File: config.mk
export PLATFORM = sky130hd
export DESIGN_NAME = piecewise_aggregate_average_flat
export DESIGN_NICKNAME = d
export VERILOG_FILES = /design/src/paa_pkg.sv /design/src/paa_ifs.sv /design/src/paa_front.sv /design/src/paa_fifo.sv /design/src/paa_back.sv /design/src/piecewise_aggregate_average.sv /design/src/flat_wrapper.sv
export SDC_FILE = /design/constraint.sdc
export NUM_CORES = 1
export LEC_CHECK = 0
export BUFFER_PORTS_ARGS = -buffer_cell sky130_fd_sc_hd__clkbuf_2
export CAP_MARGIN = 20
export CORE_ASPECT_RATIO = 1.1
export CORE_UTILIZATION = 35
export CTS_CLUSTER_SIZE = 30
export DETAILED_ROUTE_END_ITERATION = 6
export PLACE_DENSITY_LB_ADDON = 0.25
export SKIP_LAST_GASP = 1
export SYNTH_ARGS = -nofsm -noshare
export SYNTH_HDL_FRONTEND = slang
export SYNTH_SLANG_ARGS = --single-unit
File: constraint.sdc
create_clock -name clk -period 5.9 [get_ports clk]
set_clock_uncertainty 0.2 [all_clocks]
set_input_delay 0.885 -clock clk [delete_from_list [all_inputs] [get_ports clk]]
set_output_delay 0.885 -clock clk [all_outputs]
set_load 0.02 [all_outputs]
File: src/paa_pkg.sv
`default_nettype none

package paa_pkg;

    localparam int SAMPLE_BITS = 16;
    localparam int MAX_BLOCK   = 256;
    localparam int CNT_BITS    = $clog2(MAX_BLOCK) + 1;
    localparam int SUM_BITS    = SAMPLE_BITS + $clog2(MAX_BLOCK);
    localparam int STEP_BITS   = $clog2(SUM_BITS);
    localparam int QDEPTH      = 4;
    localparam int QPTR_BITS   = $clog2(QDEPTH);

    typedef logic signed [SAMPLE_BITS-1:0] sample_t;
    typedef logic signed [SUM_BITS-1:0]    sum_t;
    typedef logic [CNT_BITS-1:0]           count_t;

    // one closed block on its way to the back end (divider or single-sample bypass)
    typedef struct packed {
        sum_t   sum;
        count_t count;
        logic   last;
    } block_t;

    typedef enum logic [2:0] {
        ST_IDLE = 3'b001,
        ST_DIV  = 3'b010,
        ST_OUT  = 3'b100
    } back_state_t;

endpackage

`default_nettype wire

File: src/paa_ifs.sv
`default_nettype none

interface paa_in_if
    import paa_pkg::*;
();
    logic    valid;
    logic    ready;
    sample_t sample;
    logic    last_in_series;

    modport source (output valid, output sample, output last_in_series, input ready);
    modport sink   (input valid, input sample, input last_in_series, output ready);
endinterface

interface paa_out_if
    import paa_pkg::*;
();
    logic    valid;
    logic    ready;
    sample_t average;
    logic    series_done;

    modport source (output valid, output average, output series_done, input ready);
    modport sink   (input valid, input average, input series_done, output ready);
endinterface

`default_nettype wire

File: src/paa_front.sv
`default_nettype none

module paa_front
    import paa_pkg::*;
(
    input  wire logic          clk,
    input  wire logic          rst_n,
    input  wire logic          cfg_we,
    input  wire logic [8:0]    cfg_data,
    paa_in_if.sink             samples,
    output logic               push_valid,
    output block_t             push_data,
    input  wire logic          push_ready
);

    logic [8:0] block_size_reg;
    sum_t       sum_reg, sum_next;
    count_t     cnt_reg, cnt_next;
    count_t     eff_size;
    sum_t       sample_ext;
    sum_t       sum_inc;
    count_t     cnt_inc;
    logic       accept;
    logic       close;

    assign samples.ready = push_ready;
    assign accept        = samples.valid && push_ready;

    // zero acts as one, oversize clamps to the largest block
    always_comb
    begin
        if (block_size_reg == '0)
            eff_size = CNT_BITS'(1);
        else if ({{(CNT_BITS > 9 ? CNT_BITS - 9 : 0){1'b0}}, block_size_reg} > CNT_BITS'(MAX_BLOCK))
            eff_size = CNT_BITS'(MAX_BLOCK);
        else
            eff_size = CNT_BITS'(block_size_reg);
    end

    assign sample_ext = SUM_BITS'(samples.sample);
    assign sum_inc    = sum_reg + sample_ext;
    assign cnt_inc    = cnt_reg + CNT_BITS'(1);
    assign close      = (cnt_inc >= eff_size) || samples.last_in_series;

    assign push_valid     = samples.valid && close;
    assign push_data.sum  = sum_inc;
    assign push_data.count = cnt_inc;
    assign push_data.last = samples.last_in_series;

    always_comb
    begin
        sum_next = sum_reg;
        cnt_next = cnt_reg;
        if (accept)
        begin
            if (close)
            begin
                sum_next = '0;
                cnt_next = '0;
            end
            else
            begin
                sum_next = sum_inc;
                cnt_next = cnt_inc;
            end
        end
    end

    always_ff @(posedge clk or negedge rst_n)
    begin
        if (!rst_n)
        begin
            block_size_reg <= 9'd1;
            sum_reg        <= '0;
            cnt_reg        <= '0;
        end
        else
        begin
            if (cfg_we)
                block_size_reg <= cfg_data;
            sum_reg <= sum_next;
            cnt_reg <= cnt_next;
        end
    end

endmodule

`default_nettype wire

File: src/paa_fifo.sv
`default_nettype none

module paa_fifo
    import paa_pkg::*;
(
    input  wire logic   clk,
    input  wire logic   rst_n,
    input  wire logic   push_valid,
    input  wire block_t push_data,
    output logic        push_ready,
    output logic        pop_valid,
    output block_t      pop_data,
    input  wire logic   pop_ready
);

    block_t               mem_reg [QDEPTH];
    logic [QPTR_BITS-1:0] wr_ptr_reg, wr_ptr_next;
    logic [QPTR_BITS-1:0] rd_ptr_reg, rd_ptr_next;
    logic [QPTR_BITS:0]   fill_reg, fill_next;
    logic                 do_push;
    logic                 do_pop;

    assign push_ready = (fill_reg != (QPTR_BITS + 1)'(QDEPTH));
    assign pop_valid  = (fill_reg != '0);
    assign pop_data   = mem_reg[rd_ptr_reg];
    assign do_push    = push_valid && push_ready;
    assign do_pop     = pop_valid && pop_ready;

    always_comb
    begin
        wr_ptr_next = wr_ptr_reg;
        rd_ptr_next = rd_ptr_reg;
        fill_next   = fill_reg;
        if (do_push)
            wr_ptr_next = wr_ptr_reg + QPTR_BITS'(1);
        if (do_pop)
            rd_ptr_next = rd_ptr_reg + QPTR_BITS'(1);
        if (do_push && !do_pop)
            fill_next = fill_reg + (QPTR_BITS + 1)'(1);
        else if (do_pop && !do_push)
            fill_next = fill_reg - (QPTR_BITS + 1)'(1);
    end

    always_ff @(posedge clk)
    begin
        if (do_push)
            mem_reg[wr_ptr_reg] <= push_data;
    end

    always_ff @(posedge clk or negedge rst_n)
    begin
        if (!rst_n)
        begin
            wr_ptr_reg <= '0;
            rd_ptr_reg <= '0;
            fill_reg   <= '0;
        end
        else
        begin
            wr_ptr_reg <= wr_ptr_next;
            rd_ptr_reg <= rd_ptr_next;
            fill_reg   <= fill_next;
        end
    end

endmodule

`default_nettype wire

File: src/paa_back.sv
`default_nettype none

module paa_back
    import paa_pkg::*;
(
    input  wire logic   clk,
    input  wire logic   rst_n,
    input  wire logic   pop_valid,
    input  wire block_t pop_data,
    output logic        pop_ready,
    paa_out_if.source   averages
);

    back_state_t          state_reg, state_next;
    logic [SUM_BITS-1:0]  quo_reg, quo_next;
    count_t               rem_reg, rem_next;
    count_t               div_reg, div_next;
    logic [STEP_BITS-1:0] step_reg, step_next;
    logic                 neg_reg, neg_next;
    logic                 last_reg, last_next;
    logic                 out_valid_reg, out_valid_next;
    sample_t              out_avg_reg, out_avg_next;
    logic                 out_done_reg, out_done_next;
    logic                 out_free;
    logic [CNT_BITS:0]    trial;
    logic [CNT_BITS:0]    trial_sub;
    logic [SUM_BITS-1:0]  sum_mag;
    sample_t              quo_low;

    assign averages.valid       = out_valid_reg;
    assign averages.average     = out_avg_reg;
    assign averages.series_done = out_done_reg;

    assign out_free = !out_valid_reg || averages.ready;

    // single-sample blocks bypass the divider
    assign pop_ready = (state_reg == ST_IDLE) &&
                       ((pop_data.count != CNT_BITS'(1)) || out_free);

    assign sum_mag   = pop_data.sum[SUM_BITS-1] ? (~pop_data.sum + SUM_BITS'(1))
                                                 : pop_data.sum;
    assign trial     = {rem_reg, quo_reg[SUM_BITS-1]};
    assign trial_sub = trial - {1'b0, div_reg};
    assign quo_low   = quo_reg[SAMPLE_BITS-1:0];

    always_comb
    begin
        state_next     = state_reg;
        quo_next       = quo_reg;
        rem_next       = rem_reg;
        div_next       = div_reg;
        step_next      = step_reg;
        neg_next       = neg_reg;
        last_next      = last_reg;
        out_valid_next = out_valid_reg;
        out_avg_next   = out_avg_reg;
        out_done_next  = out_done_reg;

        if (out_valid_reg && averages.ready)
            out_valid_next = 1'b0;

        case (state_reg)
            ST_IDLE:
            begin
                if (pop_valid && pop_ready)
                begin
                    if (pop_data.count == CNT_BITS'(1))
                    begin
                        out_valid_next = 1'b1;
                        out_avg_next   = pop_data.sum[SAMPLE_BITS-1:0];
                        out_done_next  = pop_data.last;
                    end
                    else
                    begin
                        quo_next   = sum_mag;
                        rem_next   = '0;
                        div_next   = pop_data.count;
                        step_next  = '0;
                        neg_next   = pop_data.sum[SUM_BITS-1];
                        last_next  = pop_data.last;
                        state_next = ST_DIV;
                    end
                end
            end
            ST_DIV:
            begin
                // restoring division, one quotient bit per cycle
                if (!trial_sub[CNT_BITS])
                begin
                    rem_next = trial_sub[CNT_BITS-1:0];
                    quo_next = {quo_reg[SUM_BITS-2:0], 1'b1};
                end
                else
                begin
                    rem_next = trial[CNT_BITS-1:0];
                    quo_next = {quo_reg[SUM_BITS-2:0], 1'b0};
                end
                step_next = step_reg + STEP_BITS'(1);
                if (step_reg == STEP_BITS'(SUM_BITS - 1))
                    state_next = ST_OUT;
            end
            ST_OUT:
            begin
                if (out_free)
                begin
                    out_valid_next = 1'b1;
                    out_avg_next   = neg_reg ? (~quo_low + SAMPLE_BITS'(1)) : quo_low;
                    out_done_next  = last_reg;
                    state_next     = ST_IDLE;
                end
            end
            default:
            begin
                state_next = ST_IDLE;
            end
        endcase
    end

    always_ff @(posedge clk)
    begin
        quo_reg     <= quo_next;
        rem_reg     <= rem_next;
        div_reg     <= div_next;
        neg_reg     <= neg_next;
        last_reg    <= last_next;
        out_avg_reg <= out_avg_next;
        out_done_reg <= out_done_next;
    end

    always_ff @(posedge clk or negedge rst_n)
    begin
        if (!rst_n)
        begin
            state_reg     <= ST_IDLE;
            step_reg      <= '0;
            out_valid_reg <= 1'b0;
        end
        else
        begin
            state_reg     <= state_next;
            step_reg      <= step_next;
            out_valid_reg <= out_valid_next;
        end
    end

endmodule

`default_nettype wire

File: src/piecewise_aggregate_average.sv
// path: a closing sample writes its block into the queue; a one-sample block is then popped
//   straight into the output register, larger blocks pass the bit-serial divider and ST_OUT first
// throughput: one sample per cycle while the queue has room; averages of one-sample blocks
//   leave at one per cycle while the output is taken; other blocks hold the back end, which pops
//   no new block until the divided average is loaded; a 4-entry queue absorbs bursts
// reset: asynchronous, active low; clears sum, count, queue and output valid; block size reads 1
`default_nettype none

module piecewise_aggregate_average
    import paa_pkg::*;
(
    input  wire logic       clk,
    input  wire logic       rst_n,
    input  wire logic       cfg_we,
    input  wire logic [8:0] cfg_data,
    paa_in_if.sink          samples,
    paa_out_if.source       averages
);

    logic   push_valid;
    logic   push_ready;
    block_t push_data;
    logic   pop_valid;
    logic   pop_ready;
    block_t pop_data;

    paa_front u_front (
        .clk        (clk),
        .rst_n      (rst_n),
        .cfg_we     (cfg_we),
        .cfg_data   (cfg_data),
        .samples    (samples),
        .push_valid (push_valid),
        .push_data  (push_data),
        .push_ready (push_ready)
    );

    paa_fifo u_fifo (
        .clk        (clk),
        .rst_n      (rst_n),
        .push_valid (push_valid),
        .push_data  (push_data),
        .push_ready (push_ready),
        .pop_valid  (pop_valid),
        .pop_data   (pop_data),
        .pop_ready  (pop_ready)
    );

    paa_back u_back (
        .clk       (clk),
        .rst_n     (rst_n),
        .pop_valid (pop_valid),
        .pop_data  (pop_data),
        .pop_ready (pop_ready),
        .averages  (averages)
    );

endmodule

`default_nettype wire

File: src/flat_wrapper.sv
// flat-port wrapper written by rule: the top's interface ports become plain ports
module piecewise_aggregate_average_flat import paa_pkg::*;
  (clk, rst_n, cfg_we, cfg_data, samples_valid, samples_sample, samples_last_in_series, samples_ready, averages_valid, averages_average, averages_series_done, averages_ready);
  paa_in_if samples_i ();
  paa_out_if averages_i ();
  input  wire logic clk;
  input  wire logic rst_n;
  input  wire logic cfg_we;
  input  wire logic [8:0] cfg_data;
  input wire logic [$bits(samples_i.valid)-1:0] samples_valid;
  input wire logic [$bits(samples_i.sample)-1:0] samples_sample;
  input wire logic [$bits(samples_i.last_in_series)-1:0] samples_last_in_series;
  output wire logic [$bits(samples_i.ready)-1:0] samples_ready;
  output wire logic [$bits(averages_i.valid)-1:0] averages_valid;
  output wire logic [$bits(averages_i.average)-1:0] averages_average;
  output wire logic [$bits(averages_i.series_done)-1:0] averages_series_done;
  input wire logic [$bits(averages_i.ready)-1:0] averages_ready;
  assign samples_i.valid = samples_valid;
  assign samples_i.sample = samples_sample;
  assign samples_i.last_in_series = samples_last_in_series;
  assign samples_ready = samples_i.ready;
  assign averages_valid = averages_i.valid;
  assign averages_average = averages_i.average;
  assign averages_series_done = averages_i.series_done;
  assign averages_i.ready = averages_ready;
  piecewise_aggregate_average u_core (.clk(clk), .rst_n(rst_n), .cfg_we(cfg_we), .cfg_data(cfg_data), .samples(samples_i), .averages(averages_i));
endmodule
==> results of run 1 <==
[cells in the mapped netlist (all sizes together) (3+ instances only)]
cell	number
edfxtp	197
nand2	117
o21ai	86
dfrtp	56
ha	50
a21oi	48
nor2	47
xnor2	39
xor2	39
mux4	33
clkbuf	31
inv	30
a22o	18
and2	13
nand3	13
mux2	12
nor3	12
a21o	10
mux2i	9
nor2b	9
a31oi	8
o31ai	8
buf	6
nor4	6
o211ai	6
and3	5
a211oi	4
nand2b	4
or4	4
a21boi	3
fa	3
nand4	3
o21a	3
o41ai	3
or2	3
or3	3
[worst paths after layout]
check | start | end | slack, ns | cells past startpoint
max in group asynchronous | rst_n | u_core.u_fifo.rd_ptr_reg[0] | 4.57 | 2
worst max register to register | u_core.u_front.cnt_reg[0] | u_core.u_front.sum_reg[10] | 1.81 | 13
worst min register to register | u_core.u_front.sum_reg[4] | u_core.u_front.sum_reg[4] | 0.29 | 2
min in group asynchronous | rst_n | u_core.u_back.averages.valid | 0.33 | 2
worst max-delay path | u_core.u_front.cnt_reg[0] | u_core.u_front.sum_reg[10] | 1.81 | 13
worst min-delay path | u_core.u_front.sum_reg[4] | u_core.u_front.sum_reg[4] | 0.29 | 2
[layout make-up]
| type | count | area (sq um) | area share, % |
|---|---|---|---|
| Inverter | 31 | 116 | 0.822 |
| Multi-Input combinational cell | 646 | 4780 | 33.8 |
| Sequential cell | 255 | 7370 | 52.1 |
| Clock buffer | 35 | 756 | 5.34 |
| Tap cell | 438 | 548 | 3.87 |
| Timing Repair Buffer | 65 | 365 | 2.58 |
| Clock inverter | 15 | 214 | 1.51 |
[power by group through the flow]
stage	Clock, mW	Sequential, mW	Combinational [mW]
after global placement	0	3.07	3.21
after global routing	1.93	3.11	3.62
final	1.81	3.05	3.23
after floorplan	0	2.96	2.53
after CTS	1.86	3.05	3.27
after detailed placement	0	3.09	3.26
[tightest hold or removal path, stage by stage (launching register included)]
cell and delay (ns):
dfrtp_1 0.35, nand2_1 0.05, o21ai_0 0.06
[per-layer routing]
layer	wire, microns	global-route usage, %	up-vias	share of wire, %
li1	-	-	3733	-
met1	11900	19.5	3725	47
met2	11700	23.6	124	47
met3	950	1.88	33	3.8
met4	549	4.27	0	2.2
met5	0	0	-	0
[metrics by stage]
stage               setup slack (ns)  cells  instance area, sq um  power (mW)  hold slack (ns)
floorplan                       2.06    969                 12400        5.48            0.254
global placement                1.92   1435                 13200        6.28            0.276
detailed placement              1.79   1435                 13200        6.34            0.281
CTS                             1.77   1485                 14100        8.18            0.295
global route                    1.49   1485                 14100        8.65            0.320
finish                          1.81   1485                 14100        8.08            0.294
[kinds of logic after synthesis]
kind of cell    Yosys count  share of synthesized area [%]
flops                   255                           59.4
xor+xnor                 78                           5.50
mux                      54                           7.80
simple gates            249                           9.23
fa+ha+maj                53                           5.52
buf+inv                  68                           2.19
compound gates          212                           10.4
==> flow_metrics.env, run 1 <==
export IMPL_drt_first_pass_iters=5
export IMPL_syn_area_sq_um=12400
export IMPL_ys_types=62
export IMPL_period_share_pct=69.4
export IMPL_yosysWarnings=0
export IMPL_ios=50
export IMPL_detailroute_via_count=7615
export IMPL_max_cap_viol_count=0
export IMPL_p_leak_nw=5.36
export IMPL_fin_util_pct=40.9
export IMPL_gr_total_overflow=0
export IMPL_setup_violations=0
export IMPL_cts_tree="built"
export IMPL_grt_first_pass_wirelength_microns=40900
export IMPL_cts_buffers=27
export IMPL_crit_buf_inv=1
export IMPL_drive_gt1_share_pct=15.9
export IMPL_cts_resized=0
export IMPL_avgSynthCellArea_sq_um=12.8
export IMPL_fmaxAchievable_mhz=244
export IMPL_die_x_microns=182
export IMPL_hold_class="reg -> reg"
export IMPL_cp_end_kind="flop"
export IMPL_cp_cell_sequence="ha_1 -> nand3_1 -> nor2_1 -> nand3_1 -> xnor2_1 -> ha_1 -> or4_1 -> a21oi_1 -> o211ai_1 -> and2_1 -> nor2_1 -> buf_4 -> a22o_1"
export IMPL_fillers=3201
export IMPL_critPathKind="reg -> reg"
export IMPL_path_delay_family="simple AND/OR/NAND/NOR gates"
export IMPL_drc_errors=0
export IMPL_gp_congestion=0.827
export IMPL_ctsLongestPathBuffers=3
export IMPL_antenna_left=0
export IMPL_slew_violations=0
export IMPL_die_height_microns=200
export IMPL_ys_ff_latch=255
export IMPL_crit_path_max_incr_delay_ns=0.56
export IMPL_yosys_area_top_type="edfxtp_1"
export IMPL_cts_sinks=255
export IMPL_dp_hpwl_microns=17300
export IMPL_io_buffers=49
export IMPL_p_int_mw=5.20
export IMPL_routed_wirelength_microns=25100
export IMPL_ir_drop_uv=266
export IMPL_power_frac_seq_pct=37.7
export IMPL_vias_per_cell=5.13
export IMPL_synth_nets=1053
export IMPL_tns_ns=0
export IMPL_switchingPower_mw=2.89
export IMPL_start_util_pct=35.9
export IMPL_cp_max_fo=17
export IMPL_htree_num_levels=1
export IMPL_syn_to_final_growth_pct=14.0
export IMPL_cellPowerDensity_nw_per_um2=571
export IMPL_clk_latency_ns=0.53
export IMPL_status="finished, final reports clean"
export IMPL_ys_flop_type="edfxtp_1"
export IMPL_hold_viol=0
export IMPL_worstMarginPinSlew_ns=0.852
export IMPL_fin_crit_ns=4.09
export IMPL_rsz0062_at_grt="false"
export IMPL_rows=71
export IMPL_die_area_sq_um=36200
export IMPL_largest_reg_flops=136
export IMPL_clk_pin_slew_ns=0.06
export IMPL_synth_enable_flop_cells=197
export IMPL_grt_max_degree=59
export IMPL_holdBufCountCts=0
export IMPL_synthTopCellsByArea="edfxtp_1 48%, dfrtp_1 11%, mux4_2 6.0%"
export IMPL_grt_use_total_pct=14.2
export IMPL_clockRootBuffer="clkbuf_16"
export IMPL_layout_common_cells="197 x edfxtp_1, 117 x nand2_1, 78 x o21ai_0"
export IMPL_crit_slowest_cell="nor2_1"
export IMPL_wl_per_cell_microns=16.9
export IMPL_sw_frac_of_total_pct=35.7
export IMPL_cp_required_ns=6.17
export IMPL_slew_headroom_pct=43.2
export IMPL_pwr_share_clk_pct=22.4
export IMPL_arrival_ns=4.36
export IMPL_async_flop_share_pct=22.7
export IMPL_core_sq_um=34600
export IMPL_nets=1110
export IMPL_synth_top_area_share_pct=47.7
export IMPL_power_frac_comb_pct=39.9
export IMPL_seq_area_frac_synth_pct=59.4
export IMPL_postCtsSetupRepairBufs=0
export IMPL_mostFrequentLayoutCell="edfxtp_1"
export IMPL_netlist_instances=969
export IMPL_grt_antenna_before_repair=1
export IMPL_grt_pass1_vias=7701
export IMPL_startpoint_type="flop"
export IMPL_antenna_cells=0
export IMPL_drt_iter0_drc=477
(Power assumes the default switching activity.)
==> run 2: changes to the inputs <==
==> constraint.sdc (replaced) <==
create_clock -name clk -period 3.6 [get_ports clk]
set_clock_uncertainty 0.2 [all_clocks]
set_input_delay 0.54 -clock clk [delete_from_list [all_inputs] [get_ports clk]]
set_output_delay 0.54 -clock clk [all_outputs]
set_load 0.02 [all_outputs]
==> flow_metrics.env, run 2 (same netlist as run 1, synthesis figures left out) <==
export IMPL_status="finished, final reports clean"
export IMPL_cts_tree="built"
export IMPL_period_share_pct=96.0
export IMPL_start_util_pct=35.9
export IMPL_ios=50
export IMPL_startpoint_type="flop"
export IMPL_clockRootBuffer="clkbuf_16"
export IMPL_instances_no_fill=1507
export IMPL_grt_max_degree=45
export IMPL_mostFrequentLayoutCell="edfxtp_1"
export IMPL_layout_common_cells="197 x edfxtp_1, 117 x nand2_1, 78 x o21ai_0"
export IMPL_grt_pass1_vias=7869
export IMPL_timing_final_ws_setup_ns=0.144
export IMPL_htree_num_levels=1
export IMPL_cp_end_kind="flop"
export IMPL_routed_wl_met3_microns=1050
export IMPL_wl_met1_microns=12300
export IMPL_stdcell_area_sq_um=14400
export IMPL_sw_frac_of_total_pct=35.8
export IMPL_cellPowerDensity_nw_per_um2=927
export IMPL_worst_path_most_repeated_cell="ha_2"
export IMPL_routed_wirelength_microns=25700
export IMPL_worstMarginPinSlew_ns=1.01
export IMPL_tns_ns=0
export IMPL_power_frac_comb_pct=41.2
export IMPL_drc_errors=0
export IMPL_p_int_mw=8.58
export IMPL_ctsLongestPathBuffers=3
export IMPL_cts_buffers=28
export IMPL_vias_per_cell=5.07
export IMPL_cts_sinks=255
export IMPL_pre_cts_ws_ns=0.00292
export IMPL_dp_hpwl_microns=17700
export IMPL_clk_pin_slew_ns=0.06
export IMPL_antenna_cells=0
export IMPL_setup_violations=0
export IMPL_gr_total_overflow=0
export IMPL_clk_latency_ns=0.54
export IMPL_core_sq_um=34600
export IMPL_drt_first_pass_iters=4
export IMPL_grt_use_total_pct=14.7
export IMPL_ir_drop_uv=312
export IMPL_placedInstanceArea_sq_um=13400
export IMPL_crit_path_max_incr_delay_ns=0.49
export IMPL_fmaxAchievable_mhz=289
export IMPL_largest_reg_flops=136
export IMPL_die_x_microns=182
export IMPL_path_delay_family="simple AND/OR/NAND/NOR gates"
export IMPL_rows=71
export IMPL_hold_class="in -> reg"
export IMPL_arrival_ns=3.67
export IMPL_crit_buf_inv=1
export IMPL_nets=1131
export IMPL_fin_util_pct=41.7
export IMPL_slew_headroom_pct=32.8
export IMPL_cp_max_fo=3
export IMPL_wl_per_cell_microns=17.1
export IMPL_p_leak_nw=5.47
export IMPL_max_cap_viol_count=0
export IMPL_cp_required_ns=3.82
export IMPL_fillers=3179
export IMPL_fin_crit_ns=3.46
export IMPL_syn_to_final_growth_pct=16.1
export IMPL_drive_gt1_share_pct=18.0
export IMPL_critPathKind="reg -> reg"
export IMPL_dr_wl_met2_microns=12100
export IMPL_drt_iter0_drc=510
export IMPL_die_area_sq_um=36200
export IMPL_gp_congestion=0.819
export IMPL_switchingPower_mw=4.78
export IMPL_grt_antenna_before_repair=0
export IMPL_pwr_share_clk_pct=21.7
export IMPL_antenna_left=0
export IMPL_die_height_microns=200
export IMPL_grt_first_pass_wirelength_microns=42200
export IMPL_hold_viol=0
export IMPL_top_layer="met4"
export IMPL_slew_violations=0
export IMPL_place_inst=1451
export IMPL_crit_slowest_cell="or4_4"
export IMPL_multi_input_area_sq_um=4850
export IMPL_power_frac_seq_pct=37.1
export IMPL_io_buffers=49
export IMPL_cp_cell_sequence="ha_4 -> nand3_4 -> nor2_4 -> nand3_2 -> xnor2_2 -> ha_2 -> or4_4 -> a21oi_4 -> o211ai_1 -> and3_1 -> ha_2 -> inv_2 -> fa_1 -> mux2_2"
export IMPL_area_sequential_sq_um=7370
export IMPL_detailroute_via_count=7646
## run 2: cell type report
cell class	instances	share of cell area, %
Clock buffer	41	5.56
Tap cell	438	3.80
Clock inverter	11	0.955
Timing Repair Buffer	85	4.03
Multi-Input combinational cell	646	33.7
Sequential cell	255	51.1
Inverter	31	0.833
## run 2: final timing paths
check                      slack (ns)                               end                      start  cells past startpoint
max                              0.14         u_core.u_fifo.fill_reg[1]  u_core.u_front.cnt_reg[1]                     14
min                              0.02  u_core.u_front.block_size_reg[8]                cfg_data[8]                      3
max reg2reg                      0.14         u_core.u_fifo.fill_reg[1]  u_core.u_front.cnt_reg[1]                     14
min reg2reg                      0.28         u_core.u_front.sum_reg[0]  u_core.u_front.sum_reg[0]                      2
max in group asynchronous        1.95        u_core.u_front.sum_reg[21]                      rst_n                      3
min in group asynchronous        0.46         u_core.u_fifo.fill_reg[2]                      rst_n                      2
## run 2: power groups by stage
stage | Sequential, mW | Clock, mW | Combinational (mW)
global route | 5.05 | 3.11 | 6.22
detailed placement | 5.01 | 0 | 5.53
global placement | 4.98 | 0 | 5.46
floorplan | 4.84 | 0 | 4.16
finish | 4.96 | 2.90 | 5.50
CTS | 4.96 | 2.98 | 5.55
## run 2: tightest hold or removal path, stage by stage
cell      delay (ns)
clkbuf_2        0.08
nand2_1         0.04
o21ai_0         0.06
## run 2: per-stage QoR
stage	hold WS (ns)	total power, mW
after floorplan	0.0444	9.00
after global placement	0.266	10.4
final	0.0189	13.4
after global routing	0.0168	14.4
after CTS	0.00802	13.5
after detailed placement	0.275	10.5
## run 2: what timing repair did
| action | in CTS | in global routing |
|---|---|---|
| buffers inserted | 0 | 3 |
| pin swaps | 0 | 4 |
| endpoints found under the setup margin | 1 | 36 |
| gates resized for setup | 1 | 9 |
| gates cloned | 0 | 0 |
| hold buffers | 1 | 0 |
| endpoints found under the hold margin | 28 | 0 |
## run 2: layer usage
layer | vias to the layer above | track usage (%)
li1 | 3775 | -
met1 | 3722 | 20.0
met4 | 0 | 3.14
met3 | 27 | 2.41
met5 | - | 0
met2 | 122 | 24.6
==> run 3: changes to the inputs <==
--- a/config.mk
+++ b/config.mk
@@ -8,7 +8,7 @@
 export BUFFER_PORTS_ARGS = -buffer_cell sky130_fd_sc_hd__clkbuf_2
 export CAP_MARGIN = 20
 export CORE_ASPECT_RATIO = 1.1
-export CORE_UTILIZATION = 35
+export CORE_UTILIZATION = 41
 export CTS_CLUSTER_SIZE = 30
 export DETAILED_ROUTE_END_ITERATION = 6
 export PLACE_DENSITY_LB_ADDON = 0.25
==> flow_metrics.env, run 3 (same netlist as run 1, synthesis figures left out) <==
export IMPL_pwr_share_clk_pct=20.8
export IMPL_r2r_end="u_core.u_fifo.fill_reg[1]"
export IMPL_p_leak_nw=5.45
export IMPL_antenna_left=0
export IMPL_placedInstanceArea_sq_um=13300
export IMPL_die_height_microns=185
export IMPL_rsz0062_at_grt="true"
export IMPL_slew_violations=0
export IMPL_ff2ff_setup_slack_ns=0.13
export IMPL_grt_first_pass_wirelength_microns=40400
export IMPL_fin_crit_ns=3.47
export IMPL_grt_max_degree=44
export IMPL_power_frac_seq_pct=37.5
export IMPL_drt_first_pass_iters=5
export IMPL_met3_usage_pct=2.06
export IMPL_drc_errors=0
export IMPL_cp_max_fo=4
export IMPL_drive_gt1_share_pct=18.5
export IMPL_cts_tree="built"
export IMPL_gr_total_overflow=0
export IMPL_r2r_start="u_core.u_front.cnt_reg[0]"
export IMPL_hold_class="in -> reg"
export IMPL_status="finished, final reports clean"
export IMPL_whs_path_depth=3
export IMPL_core_sq_um=29600
export IMPL_mostFrequentLayoutCell="edfxtp_1"
export IMPL_routed_wirelength_microns=24900
export IMPL_instances_no_fill=1444
export IMPL_sw_frac_of_total_pct=36.2
export IMPL_vias_per_cell=5.28
export IMPL_worstMarginPinSlew_ns=0.974
export IMPL_cts_buffers=27
export IMPL_startpoint_type="flop"
export IMPL_clockRootBuffer="clkbuf_16"
export IMPL_grt_antenna_before_repair=0
export IMPL_htree_num_levels=1
export IMPL_die_area_sq_um=31000
export IMPL_ctsLongestPathBuffers=3
export IMPL_nets=1134
export IMPL_crit_slowest_cell="or4_4"
export IMPL_ios=50
export IMPL_syn_to_final_growth_pct=15.2
export IMPL_cellPowerDensity_nw_per_um2=927
export IMPL_clk_latency_ns=0.53
export IMPL_cp_end_kind="flop"
export IMPL_dp_hpwl_microns=17100
export IMPL_grt_use_total_pct=16.5
export IMPL_drt_iter0_drc=380
export IMPL_hp_start="cfg_data[8]"
export IMPL_die_x_microns=168
export IMPL_p_int_mw=8.45
export IMPL_crit_path_max_incr_delay_ns=0.48
export IMPL_cp_cell_sequence="ha_4 -> nand3_4 -> nor2_4 -> nand3_2 -> xnor2_2 -> ha_1 -> or4_4 -> a21oi_2 -> o211ai_1 -> and3_1 -> ha_2 -> inv_1 -> fa_1 -> mux2_2"
export IMPL_io_buffers=49
export IMPL_gp_congestion=0.810
export IMPL_largest_reg_flops=136
export IMPL_cts_sinks=255
export IMPL_hold_viol=0
export IMPL_setup_violations=0
export IMPL_stdcell_area_sq_um=14300
export IMPL_cp_required_ns=3.82
export IMPL_rows=66
export IMPL_grt_pass1_vias=7738
export IMPL_switchingPower_mw=4.80
export IMPL_clk_pin_slew_ns=0.06
export IMPL_antenna_cells=0
export IMPL_met2_usage_pct=27.7
export IMPL_critPathKind="reg -> reg"
export IMPL_place_inst=1390
export IMPL_period_share_pct=96.5
export IMPL_grt_busiest_layer="met2"
export IMPL_fmaxAchievable_mhz=288
export IMPL_min_to="u_core.u_front.block_size_reg[8]"
export IMPL_power_frac_comb_pct=41.7
export IMPL_slew_headroom_pct=34.9
export IMPL_max_cap_viol_count=0
export IMPL_arrival_ns=3.69
export IMPL_detailroute_via_count=7630
export IMPL_worstRegToRegCells=14
export IMPL_layout_common_cells="197 x edfxtp_1, 117 x nand2_1, 78 x o21ai_0"
export IMPL_wl_per_cell_microns=17.2
export IMPL_start_util_pct=41.9
export IMPL_ir_drop_uv=378
export IMPL_grt_util_met1_pct=22.4
run 3: cell types whose count changed in the layout (fill, tap and decap cells not counted), sizes merged:
cell and delta:
buf +4, clkinv +2, clkinvlp +5, clkbuf -9, bufinv -1
run 3: layout make-up:
cell class / count / area, sq um
Sequential cell: 255 / 7370
Clock inverter: 17 / 171
Multi-Input combinational cell: 646 / 4840
Inverter: 31 / 120
Tap cell: 374 / 468
Clock buffer: 32 / 724
Timing Repair Buffer: 89 / 611
Fill cell: 2626 / 15300
run 3: worst max-delay path by stage:
stage / startpoint / to / slack (ns) / cells past startpoint
final: u_core.u_front.cnt_reg[0] / u_core.u_fifo.fill_reg[1] / 0.13 / 14
after global routing: u_core.u_front.cnt_reg[0] / u_core.u_fifo.fill_reg[1] / -0.01 / 14
after CTS: u_core.u_front.cnt_reg[0] / u_core.u_fifo.fill_reg[1] / 0.01 / 14
after detailed placement: u_core.u_front.cnt_reg[1] / u_core.u_fifo.fill_reg[1] / 0.02 / 14
after global placement: u_core.u_front.cnt_reg[1] / u_core.u_fifo.fill_reg[1] / 0.12 / 14
after floorplan: u_core.u_front.cnt_reg[0] / u_core.u_fifo.fill_reg[1] / 0.02 / 15
run 3: power groups by stage:
stage / registers, mW / clock network (mW) / logic [mW]
detailed placement: 5.01 / 0 / 5.52
CTS: 4.96 / 2.83 / 5.54
floorplan: 4.84 / 0 / 4.16
global route: 5.05 / 2.93 / 6.20
global placement: 4.99 / 0 / 5.45
finish: 4.96 / 2.76 / 5.53
run 3: critical path, delay by kind of cell, from the launching register on:
kind | cells | cell delay, ns
AO/OA/AOI/OAI | 2 | 0.25
XOR/XNOR | 1 | 0.15
flip-flops | 1 | 0.40
AND/OR/NAND/NOR | 5 | 1.04
buffers and inverters | 1 | 0.07
multiplexers | 1 | 0.27
adder cells (fa/ha/maj) | 4 | 0.98
run 3: repair_timing:
action / in CTS / in global routing
endpoints found under the setup margin: 0 / 6
buffers inserted: 0 / 4
hold buffers: 1 / 0
endpoints found under the hold margin: 23 / 0
resized for setup: 0 / 6
run 3: per-stage QoR:
step | setup WS, ns | setup TNS, ns | hold WS [ns] | power [mW] | utilization, %
2_1_floorplan | 0.0156 | 0 | 0.0444 | 9.00 | -
3_3_place_gp | 0.120 | 0 | 0.266 | 10.4 | 45.0
3_5_place_dp | 0.0191 | 0 | 0.277 | 10.5 | 45.0
4_1_cts | 0.0112 | 0 | 0.00963 | 13.3 | 48.0
5_1_grt | -0.0118 | -0.0118 | 0.0109 | 14.2 | 48.2
6_report | 0.127 | 0 | 0.0222 | 13.3 | 48.2
run 3: per-layer routing:
| layer | share of wire [%] | vias up |
|---|---|---|
| met1 | 47 | 3705 |
| met4 | 2.2 | 0 |
| met2 | 48 | 111 |
| met3 | 3.3 | 38 |
| met5 | 0 | - |
| li1 | - | 3776 |
